--- config.mk ---
export PLATFORM = sky130hd
export DESIGN_NAME = skyline_rect_allocator
export DESIGN_NICKNAME = d
export VERILOG_FILES = /design/src/rtl/skyra_pkg.sv /design/src/rtl/skyline_rect_allocator.sv /design/src/rtl/skyra_colmem.sv /design/src/rtl/skyra_ctrl.sv
export SDC_FILE = /design/constraint.sdc
export NUM_CORES = 2
export LEC_CHECK = 0
export BUFFER_PORTS_ARGS = -buffer_cell sky130_fd_sc_hd__buf_2
export CELL_PAD_IN_SITES_DETAIL_PLACEMENT = 0
export CELL_PAD_IN_SITES_GLOBAL_PLACEMENT = 1
export CORE_MARGIN = 8
export CORE_UTILIZATION = 40
export DETAILED_ROUTE_END_ITERATION = 8
export PLACE_DENSITY_LB_ADDON = 0.1
export RECOVER_POWER = 50
export SKIP_LAST_GASP = 1
export SYNTH_ARGS = -nofsm -noshare
export SYNTH_HDL_FRONTEND = slang
export SYNTH_SLANG_ARGS = --single-unit
--- constraint.sdc ---
create_clock -name aclk -period 11.27 [get_ports aclk]
set_clock_uncertainty 0.2 [all_clocks]
set_input_delay 1.127 -clock aclk [delete_from_list [all_inputs] [get_ports aclk]]
set_output_delay 1.127 -clock aclk [all_outputs]
set_load 0.01 [all_outputs]
--- src/rtl/skyra_pkg.sv ---
// Shared constants for the skyline rectangle allocator.
package skyra_pkg;

    localparam int MAX_COLUMNS_DEF = 256;
    localparam int HEIGHT_W        = 13;
    localparam int MAX_SHEET_H     = 4096;
    localparam int SW_W            = 9;
    localparam int SH_W            = 13;
    localparam int CFG_DATA_W      = 13;
    localparam int IDX_W           = 16;
    localparam int PX_W            = 9;
    localparam int PY_W            = 12;
    localparam int S_DATA_W        = 32;
    localparam int M_DATA_W        = 40;

    localparam logic CFG_SHEET_WIDTH  = 1'b0;
    localparam logic CFG_SHEET_HEIGHT = 1'b1;

    localparam logic [IDX_W-1:0] SHEET_CNT_MAX = 16'hFFFF;

endpackage

--- src/rtl/skyline_rect_allocator.sv ---
// Skyline rectangle allocator: top level with sheet registers, sequencer and column memory.
//
// Usage: each word on the s_ channel is one rectangle request; the block answers
// with exactly one word on the m_ channel holding the placement. Requests are taken
// one at a time; s_tready is high only while the sequencer is idle. A finished
// result sits in an output register, so the next request is taken while it waits.
// A request too large for the sheet, or of zero width on an open sheet, needs no
// scan. A placement scan reads one column at a time through the single read port
// of the column memory, trying each start column at which a window of the request
// width fits the sheet, and then raises the chosen columns.
// Opening a sheet sweeps all MAX_COLUMNS entries of the memory, one per cycle.
// Reset clears the sheet counter and sets both sheet registers to 256; the
// column memory is not cleared, since the first request that fits opens a sheet.
// When the receiver stalls, the result is held and the sequencer waits at its
// end until the output register frees. The user must write the sheet registers through
// cfg_wr_en, cfg_index and cfg_data only while the block is idle; it does not enforce this.
module skyline_rect_allocator #(
    parameter int MAX_COLUMNS = skyra_pkg::MAX_COLUMNS_DEF
) (
    input  logic                             aclk,
    input  logic                             aresetn,
    input  logic                             cfg_wr_en,
    input  logic                             cfg_index,
    input  logic [skyra_pkg::CFG_DATA_W-1:0] cfg_data,
    input  logic                             s_tvalid,
    output logic                             s_tready,
    // [12:0] rect_width, [25:13] rect_height
    input  logic [skyra_pkg::S_DATA_W-1:0]   s_tdata,
    output logic                             m_tvalid,
    input  logic                             m_tready,
    // [0] ok, [1] new_sheet, [17:2] sheet_index, [26:18] pos_x, [38:27] pos_y
    output logic [skyra_pkg::M_DATA_W-1:0]   m_tdata
);
    import skyra_pkg::*;

    localparam int AW    = (MAX_COLUMNS > 1) ? $clog2(MAX_COLUMNS) : 1;
    localparam int CNT_W = $clog2(MAX_COLUMNS + 1);

    logic [SW_W-1:0]     sheet_width_reg;
    logic [SH_W-1:0]     sheet_height_reg;
    logic [HEIGHT_W-1:0] w_raw;
    logic [CNT_W-1:0]    eff_w;
    logic [HEIGHT_W-1:0] eff_h;

    logic                mem_wr_en;
    logic [AW-1:0]       mem_wr_addr, mem_rd_addr;
    logic [HEIGHT_W-1:0] mem_wr_data, mem_rd_data;

    always_ff @(posedge aclk) begin
        if (!aresetn) begin
            sheet_width_reg  <= SW_W'(256);
            sheet_height_reg <= SH_W'(256);
        end else if (cfg_wr_en) begin
            case (cfg_index)
                CFG_SHEET_WIDTH:  sheet_width_reg  <= cfg_data[SW_W-1:0];
                CFG_SHEET_HEIGHT: sheet_height_reg <= cfg_data[SH_W-1:0];
                default: ;
            endcase
        end
    end

    // clamp the sheet size to the usable range
    assign w_raw = HEIGHT_W'(sheet_width_reg);
    always_comb begin
        if (w_raw == '0) begin
            eff_w = CNT_W'(1);
        end else if (w_raw > HEIGHT_W'(MAX_COLUMNS)) begin
            eff_w = CNT_W'(MAX_COLUMNS);
        end else begin
            eff_w = w_raw[CNT_W-1:0];
        end
        if (sheet_height_reg == '0) begin
            eff_h = HEIGHT_W'(1);
        end else if (sheet_height_reg > HEIGHT_W'(MAX_SHEET_H)) begin
            eff_h = HEIGHT_W'(MAX_SHEET_H);
        end else begin
            eff_h = sheet_height_reg;
        end
    end

    skyra_ctrl #(
        .MAX_COLUMNS(MAX_COLUMNS),
        .AW(AW),
        .CNT_W(CNT_W)
    ) u_ctrl (
        .aclk(aclk),
        .aresetn(aresetn),
        .eff_w(eff_w),
        .eff_h(eff_h),
        .s_tvalid(s_tvalid),
        .s_tready(s_tready),
        .s_tdata(s_tdata),
        .m_tvalid(m_tvalid),
        .m_tready(m_tready),
        .m_tdata(m_tdata),
        .mem_wr_en(mem_wr_en),
        .mem_wr_addr(mem_wr_addr),
        .mem_wr_data(mem_wr_data),
        .mem_rd_addr(mem_rd_addr),
        .mem_rd_data(mem_rd_data)
    );

    skyra_colmem #(
        .DEPTH(MAX_COLUMNS),
        .AW(AW)
    ) u_colmem (
        .aclk(aclk),
        .wr_en(mem_wr_en),
        .wr_addr(mem_wr_addr),
        .wr_data(mem_wr_data),
        .rd_addr(mem_rd_addr),
        .rd_data(mem_rd_data)
    );

endmodule

--- src/rtl/skyra_colmem.sv ---
// Column height memory: one write port, one registered read port.
module skyra_colmem #(
    parameter int DEPTH = skyra_pkg::MAX_COLUMNS_DEF,
    parameter int AW    = 1
) (
    input  logic                          aclk,
    input  logic                          wr_en,
    input  logic [AW-1:0]                 wr_addr,
    input  logic [skyra_pkg::HEIGHT_W-1:0] wr_data,
    input  logic [AW-1:0]                 rd_addr,
    output logic [skyra_pkg::HEIGHT_W-1:0] rd_data
);
    import skyra_pkg::*;

    logic [HEIGHT_W-1:0] mem [DEPTH];
    logic [HEIGHT_W-1:0] rd_data_reg;

    always_ff @(posedge aclk) begin
        if (wr_en) begin
            mem[wr_addr] <= wr_data;
        end
        rd_data_reg <= mem[rd_addr];
    end

    assign rd_data = rd_data_reg;

endmodule

--- src/rtl/skyra_ctrl.sv ---
// Placement sequencer: window scan, column update, sheet clear and result register.
module skyra_ctrl #(
    parameter int MAX_COLUMNS = skyra_pkg::MAX_COLUMNS_DEF,
    parameter int AW          = 1,
    parameter int CNT_W       = 9
) (
    input  logic                             aclk,
    input  logic                             aresetn,
    input  logic [CNT_W-1:0]                 eff_w,
    input  logic [skyra_pkg::HEIGHT_W-1:0]   eff_h,
    input  logic                             s_tvalid,
    output logic                             s_tready,
    input  logic [skyra_pkg::S_DATA_W-1:0]   s_tdata,
    output logic                             m_tvalid,
    input  logic                             m_tready,
    output logic [skyra_pkg::M_DATA_W-1:0]   m_tdata,
    output logic                             mem_wr_en,
    output logic [AW-1:0]                    mem_wr_addr,
    output logic [skyra_pkg::HEIGHT_W-1:0]   mem_wr_data,
    output logic [AW-1:0]                    mem_rd_addr,
    input  logic [skyra_pkg::HEIGHT_W-1:0]   mem_rd_data
);
    import skyra_pkg::*;

    typedef enum logic [2:0] {
        ST_IDLE, ST_RD, ST_EV, ST_FIN, ST_WR, ST_CLR, ST_DONE
    } state_t;

    state_t              state_reg;
    logic [HEIGHT_W-1:0] rw_reg, rh_reg, top_reg, best_reg;
    logic [CNT_W-1:0]    s_reg, k_reg, at_reg;
    logic                found_reg;
    logic [IDX_W-1:0]    count_reg;
    logic                ok_reg, new_reg;
    logic [PX_W-1:0]     px_reg;
    logic [PY_W-1:0]     py_reg;
    logic                m_valid_reg;
    logic [M_DATA_W-1:0] m_data_reg;

    logic [HEIGHT_W-1:0] in_rw, in_rh, w_ext, top_new, place_h;
    logic [CNT_W-1:0]    rw_c, sum_addr;
    logic [CNT_W:0]      next_end;
    logic [HEIGHT_W:0]   fit_sum;
    logic [IDX_W-1:0]    idx_out;

    assign in_rw    = s_tdata[HEIGHT_W-1:0];
    assign in_rh    = s_tdata[2*HEIGHT_W-1:HEIGHT_W];
    assign w_ext    = HEIGHT_W'(eff_w);
    assign rw_c     = rw_reg[CNT_W-1:0];
    assign sum_addr = s_reg + k_reg;
    assign top_new  = (mem_rd_data > top_reg) ? mem_rd_data : top_reg;
    assign next_end = {1'b0, s_reg} + {1'b0, rw_c} + (CNT_W+1)'(1);
    assign fit_sum  = {1'b0, best_reg} + {1'b0, rh_reg};
    assign place_h  = best_reg + rh_reg;
    assign idx_out  = ok_reg ? (count_reg - IDX_W'(1)) : '0;

    assign s_tready = (state_reg == ST_IDLE);
    assign m_tvalid = m_valid_reg;
    assign m_tdata  = m_data_reg;

    assign mem_rd_addr = sum_addr[AW-1:0];

    always_comb begin
        mem_wr_en   = 1'b0;
        mem_wr_addr = k_reg[AW-1:0];
        mem_wr_data = '0;
        case (state_reg)
            ST_WR: begin
                mem_wr_en   = 1'b1;
                mem_wr_addr = sum_addr[AW-1:0];
                mem_wr_data = place_h;
            end
            ST_CLR: begin
                mem_wr_en   = 1'b1;
                mem_wr_data = (k_reg < rw_c) ? rh_reg : '0;
            end
            default: ;
        endcase
    end

    always_ff @(posedge aclk) begin
        if (!aresetn) begin
            state_reg   <= ST_IDLE;
            count_reg   <= '0;
            m_valid_reg <= 1'b0;
        end else begin
            if (m_valid_reg && m_tready && state_reg != ST_DONE) begin
                m_valid_reg <= 1'b0;
            end
            case (state_reg)
                ST_IDLE: begin
                    if (s_tvalid) begin
                        rw_reg    <= in_rw;
                        rh_reg    <= in_rh;
                        s_reg     <= '0;
                        k_reg     <= '0;
                        at_reg    <= '0;
                        top_reg   <= '0;
                        best_reg  <= eff_h;
                        found_reg <= 1'b0;
                        ok_reg    <= 1'b1;
                        new_reg   <= 1'b0;
                        px_reg    <= '0;
                        py_reg    <= '0;
                        if (in_rw > w_ext || in_rh > eff_h) begin
                            ok_reg    <= 1'b0;
                            state_reg <= ST_DONE;
                        end else if (count_reg == '0) begin
                            state_reg <= ST_CLR;
                        end else if (in_rw == '0) begin
                            // empty window fits at every start, last one wins
                            px_reg    <= PX_W'(eff_w);
                            state_reg <= ST_DONE;
                        end else begin
                            state_reg <= ST_RD;
                        end
                    end
                end
                ST_RD: begin
                    state_reg <= ST_EV;
                end
                ST_EV: begin
                    if (mem_rd_data >= best_reg || k_reg == rw_c - CNT_W'(1)) begin
                        if (mem_rd_data < best_reg) begin
                            at_reg    <= s_reg;
                            best_reg  <= top_new;
                            found_reg <= 1'b1;
                        end
                        // advance to the next start column, or finish when none is left
                        k_reg   <= '0;
                        top_reg <= '0;
                        if (next_end > {1'b0, eff_w}) begin
                            state_reg <= ST_FIN;
                        end else begin
                            s_reg     <= s_reg + CNT_W'(1);
                            state_reg <= ST_RD;
                        end
                    end else begin
                        top_reg   <= top_new;
                        k_reg     <= k_reg + CNT_W'(1);
                        state_reg <= ST_RD;
                    end
                end
                ST_FIN: begin
                    k_reg <= '0;
                    s_reg <= at_reg;
                    if (found_reg && fit_sum <= {1'b0, eff_h}) begin
                        px_reg    <= PX_W'(at_reg);
                        py_reg    <= PY_W'(best_reg);
                        state_reg <= ST_WR;
                    end else begin
                        state_reg <= ST_CLR;
                    end
                end
                ST_WR: begin
                    k_reg <= k_reg + CNT_W'(1);
                    if (k_reg == rw_c - CNT_W'(1)) begin
                        state_reg <= ST_DONE;
                    end
                end
                ST_CLR: begin
                    k_reg <= k_reg + CNT_W'(1);
                    if (k_reg == CNT_W'(MAX_COLUMNS - 1)) begin
                        new_reg <= 1'b1;
                        px_reg  <= (rw_reg == '0) ? PX_W'(eff_w) : '0;
                        py_reg  <= '0;
                        if (count_reg != SHEET_CNT_MAX) begin
                            count_reg <= count_reg + IDX_W'(1);
                        end
                        state_reg <= ST_DONE;
                    end
                end
                ST_DONE: begin
                    // hold until the output register is free
                    if (!m_valid_reg || m_tready) begin
                        m_valid_reg <= 1'b1;
                        m_data_reg  <= {1'b0, py_reg, px_reg, idx_out, new_reg, ok_reg};
                        state_reg   <= ST_IDLE;
                    end
                end
                default: state_reg <= ST_IDLE;
            endcase
        end
    end

endmodule

# Word-level counts from Yosys, hierarchy flattened

Memory sizes are Yosys's and may differ from the RTL's. A register that Yosys moved wholly into a read port is not among the register bits.
Index checks and enable logic that the tools add are counted.

Muxes and demuxes: 60
Bitwise logic cells: 1
$lt $le $gt $ge: 10
Reduce and logical (&&, ||, !) cells: 31
Equality and inequality tests: 18
$add $sub $neg: 10

Operators by type and width:

| operator                                            | number |
|---|---|
| 2-to-1 mux 9 bit                                    | 15 |
| 2-to-1 mux 13 bit                                   | 9 |
| case mux 13 bit (2 select lines)                    | 3 |
| case mux 9 bit (3 select lines)                     | 2 |
| zero test 13 bit                                    | 4 |
| 2-to-1 mux 12 bit                                   | 3 |
| case mux 12 bit (3 select lines)                    | 1 |
| case mux 9 bit (4 select lines)                     | 1 |
| > comparator 13 bit                                 | 2 |
| 2-to-1 mux 3 bit                                    | 7 |
| case mux 3 bit (7 select lines)                     | 1 |
| adder 9 x 1 -> 9 bit (second input constant)        | 2 |
| case mux 9 bit (2 select lines)                     | 1 |
| adder 16 x 1 -> 16 bit (second input constant)      | 1 |
| zero test 16 bit                                    | 1 |
| inequality test 16 bit (second input constant)      | 1 |
| subtractor 16 x 1 -> 16 bit (second input constant) | 1 |
| AND reduction 3 bit                                 | 5 |
| AND reduction 5 bit                                 | 3 |
| adder 13 x 13 -> 14 bit                             | 1 |
| less-or-equal comparator 14 x 13 -> 1 bit           | 1 |
| adder 13 bit                                        | 1 |
| >= comparator 13 bit                                | 1 |
| > comparator 13 bit (second input constant)         | 1 |
| other kinds (32)                                    | 62 |

Register bits: 184
RAM bits: 3328
Word-level logic and storage cells: 150
Memories: 1

Memory list:

| name         | depth | width | rd ports | clocked after memory_dff | wr ports | line               | source |
|---|---|---|---|---|---|---|---|
| u_colmem.mem | 256   | 13    | 1        | 1                        | 1        | skyra_colmem.sv:15 | `logic [HEIGHT_W-1:0] mem [DEPTH];` |

# Longest topological paths before layout

Depth in word-level cells: 8
Mapped depth: 19

# Cells and area by module

Synthesis repeated with hierarchy kept, for this count alone.

Cells, all modules: 6861
Area, all modules: 139924.2 µm²

By module, submodules not included:

| module                 | seq. area each (µm²) | instances | cells an instance | area an instance (µm²) |
|---|---|---|---|---|
| skyra_colmem           | 100196.1             | 1         | 5729              | 128384.4 |
| skyra_ctrl             | 4664.5               | 1         | 1004              | 10498.8 |
| skyline_rect_allocator | 440.4                | 1         | 128               | 1041.0 |

# Least setup slack after synthesis

OpenSTA, ideal clock, no wires.

Path type: register -> register
Start: reg u_ctrl.rw_reg[1]
End: mem u_colmem.mem[0][10], data pin
Data arrival time: 5.850 ns
Period minus slack after synthesis: 6.914 ns
Data required time: 10.206 ns
Buffers on the path: 1
Path slack: 4.356 ns
Cell stages (with the launch flop): 12
Path through: edfxtp_1 > inv_1 > ha_1 > nor2b_1 > o21a_1 > o21a_1 > o21a_1 > o21ai_1 > a21oi_1 > a2111oi_0 > clkbuf_1 > a22o_1

Longest elaborated chain between the ends: 3

RTL lines:

| item                             | line                         | source |
|---|---|---|
| from (decl)                      | skyra_ctrl.sv:30             | `logic [HEIGHT_W-1:0] rw_reg, rh_reg, top_reg, best_reg;` |
| from (signal assigned)           | skyra_ctrl.sv:93             | `rw_reg <= in_rw;` |
| less-than comparator 9 bit       | skyra_ctrl.sv:75             | `mem_wr_data = (k_reg < rw_c) ? rh_reg : '0;` |
| 2-to-1 mux 13 bit                | skyra_ctrl.sv:75             |  |
| case mux 13 bit (2 select lines) | skyra_ctrl.sv:67             | `case (state_reg)` |
| net mem_wr_data[10]              | skyline_rect_allocator.sv:47 | `logic [HEIGHT_W-1:0] mem_wr_data, mem_rd_data;` |
| to (decl)                        | skyra_colmem.sv:15           |  |

The timed path passes the listed nets, and every way through them passes these cells.

# Worst setup path after layout

Start: reg u_ctrl.k_reg[0]
End: mem u_colmem.mem[245][0] (enable)

Longest elaborated chain between the ends: 2

RTL lines:

| item                   | line              | source |
|---|---|---|
| from (decl)            | skyra_ctrl.sv:31  | `logic [CNT_W-1:0] s_reg, k_reg, at_reg;` |
| from (signal assigned) | skyra_ctrl.sv:140 | `k_reg <= k_reg + CNT_W'(1);` |
| from (signal assigned) | skyra_ctrl.sv:156 | `k_reg <= k_reg + CNT_W'(1);` |
| from (signal assigned) | skyra_ctrl.sv:162 | `k_reg <= k_reg + CNT_W'(1);` |
| adder 8 bit            | skyra_ctrl.sv:50  | `assign sum_addr = s_reg + k_reg;` |
| 2-to-1 mux 8 bit (*)   | skyra_ctrl.sv:67  |  |

Every way passes the cells marked *; elsewhere a longest branch is shown, timed or not.

==> run metrics <==
core area 349000 um2; f_max 0.114 GHz; sequential area share after synthesis 75.1%; Yosys reg bits 3525; fill count 29498; r2r setup slk 2.47 ns; I/O Pins 93; Worst-path clk slew 0.06 ns; Synth async-reset ratio 0%; mapped cell area 140000 um2; Die X 608 um; area fraction in compound gates after synthesis 2.30%; Final Wtd Congestion 0.792; antenna violations before repair 30; Pwr Density 306 nW/um2; worst setup path category reg -> reg; H-Tree Depth 5; num rows 217; Cells after Synth 6772; maximum vdd drop 0.000385 V; die height 608 um; CTS tree yes; Arr. time, crit path 9.13 ns; CP required 11.60 ns; Yosys warning total 0; Critical Path Sink Type register; Initial Util 40.2%; fin crit share 78.1%; hold buffers post-CTS 0; syn_nets 6942; min-delay src u_ctrl.py_reg[9]; ANT nets after route 0; worst r2r src u_ctrl.k_reg[0]; non-filler cells, final 12174; wire per inst 32.3 um; placed cell count 11447; syn_area_per_cell 20.7 um2; nets 7407; Pins Over Slew Limit 1745; gr usage total 20.8%; reg2reg end u_colmem.mem[245][0]; worst slew pin tran 3.89 ns; Post-Synth XOR/XNOR Area 0.416%; ys flop type edfxtp_1; number of synthesized flops with an enable pin 3470; RSZ-0062 raised after global routing false; GR Overflow Total 0; failing checks capacitance limit, slew limit; Setup TNS 0 ns; max FFs per register 3328; vias in the first global route 71141; DRC 0; CP Max Fanout 38; wire length of the first global-routing pass 554000 um; status finished with violations; crit start category register; drt first-iter violations 7111; PortBufs 85; PnR Total Power 48.9 mW; post-synthesis cell type count 80; footprint of the multi-input gates 32900 um2; # setup viols final 0; post-synthesis mux area share 15.8%; Leak 51.1 nW; Hold Crit Depth 0; root buf cell clkbuf_16; area added between synthesis and finish 14.1%; Hold Vio Cnt, Final 0; Slew HR -160%; CTS buffer count 386; setup bufs post-CTS 0; Longest Clk Path Bufs 4; Synth Area in Adders 1.08%; Reg area 105000 um2; minimum clock period 8.80 ns; FF-to-FF path depth 11; largest net degree at the start of global routing 200; share of layout cells above drive strength 1 24.9%; hold slack 0.205 ns; max-cap violations 32; Vias/cell 5.72; clk sink count 3525; routed vias 69587; post-CTS sizing 0; Die Area 370000 um2; clk_lat worst skew 0.95 ns; min-delay worst type reg -> reg; DP HPWL 236000 um; DR pass1 iterations 6; main combinational cell family by area after synthesis multiplexers; Hold EP u_ctrl.m_tdata[36]; WL final 394000 um; Synth Area in Simple Gates 3.71%
==> worst max path at each step <==
stage                              startpoint                    to  slack (ns)  depth (start not counted)
after floorplan              u_ctrl.rw_reg[1]   u_colmem.mem[0][10]        4.36                         11
final                         u_ctrl.k_reg[0]  u_colmem.mem[245][0]        2.47                         11
after global placement        u_ctrl.s_reg[0]   u_colmem.rd_data[5]        4.75                         11
after global routing      u_ctrl.state_reg[2]   u_colmem.mem[12][7]        2.35                          7
after detailed placement      u_ctrl.s_reg[0]   u_colmem.rd_data[6]        4.76                         10
after CTS                     u_ctrl.s_reg[0]   u_colmem.rd_data[6]        4.73                         10
==> where the power goes <==
part | internal (mW) | total [mW] | switching (mW)
clock | 7.41 | 12.6 | 5.22
combinational | 7.25 | 20.0 | 12.7
sequential | 16.1 | 16.3 | 0.197
total | 30.7 | 48.9 | 18.2
==> stage by stage <==
stage / utilization (%) / worst slack, ns / instance area, um2
finish: 45.8 / 2.47 / 160000
global route: 45.8 / 2.35 / 160000
CTS: 46.0 / 4.73 / 160000
detailed placement: 42.3 / 4.76 / 148000
global placement: 42.3 / 4.75 / 148000
floorplan: - / 4.36 / 140000
==> critical path, stage by stage (launching register included) <==
cell,delay [ns]
edfxtp_1,0.53
ha_1,0.32
fa_1,0.54
a211o_2,0.39
nand2_1,0.08
buf_4,0.35
and2_2,0.22
clkbuf_1,2.45
a31oi_1,0.90
or2_0,1.20
nor2_1,0.32
clkbuf_1,0.85
==> cell type report <==
type | instances | area share [%]
diodes | 20 | 0.0313
clock buffers | 466 | 6.30
clock inverters | 240 | 1.57
inverters | 64 | 0.150
multi-input cells | 2797 | 20.6
flip-flops and latches | 3525 | 65.8
well taps | 4599 | 3.60
repair buffers | 463 | 1.94
==> synthesized netlist by cell type, drive strengths merged, types with 13 or more instances <==
| master | n | area, um2 |
|---|---|---|
| edfxtp | 3470 | 104000 |
| mux4 | 942 | 21200 |
| nor2 | 365 | 1380 |
| nand2 | 337 | 1280 |
| buf | 216 | 1370 |
| clkbuf | 170 | 638 |
| ha | 116 | 1450 |
| nand3 | 110 | 556 |
| mux2i | 94 | 945 |
| a21oi | 70 | 350 |
| nand4 | 66 | 413 |
| and3 | 62 | 388 |
| inv | 60 | 225 |
| dfxtp | 55 | 1100 |
| o21ai | 50 | 250 |
| nor3 | 49 | 245 |
| xnor2 | 43 | 377 |
| and2 | 41 | 256 |
| nor4 | 39 | 244 |
| a2111oi | 38 | 349 |
| a211oi | 34 | 255 |
| a21boi | 33 | 248 |
| a31oi | 32 | 200 |
| a311o | 27 | 270 |
| a22o | 24 | 210 |
| a21o | 23 | 180 |
| nor2b | 21 | 131 |
| xor2 | 21 | 184 |
| nand2b | 15 | 93.8 |
| o21a | 15 | 113 |
| o22ai | 14 | 87.6 |
| o22a | 13 | 114 |
| o311ai | 13 | 114 |
==> cells in the final DEF, fill, tap and decap left out, drive strengths merged, types with 94 or more instances in the layout <==
cell type and n:
buf 318, clkbuf 611, clkinv 173, edfxtp 3470
ha 116, mux2i 94, mux4 942, nand2 337
nand3 110, nor2 365
==> routing by layer <==
layer	share of wire (%)	global-route usage, %	vias up	wire [um]
li1	-	-	29182	-
met1	44	29.8	38007	173000
met2	48	33.7	1940	189000
met3	5.9	3.53	450	23300
met4	2.0	4.08	8	8030
met5	0.014	0	-	55
==> cell families (layout without fill, tap and decap cells) <==
| group | Yosys count | after routing |
|---|---|---|
| buf+inv | 450 | 1233 |
| xor+xnor | 65 | 65 |
| flops | 3525 | 3525 |
| compound gates | 440 | 440 |
| other cells | 1 | 21 |
| fa+ha+maj | 119 | 119 |
| mux | 1036 | 1036 |
| simple gates | 1136 | 1136 |
No activity file was read; power rests on OpenSTA's default activity.
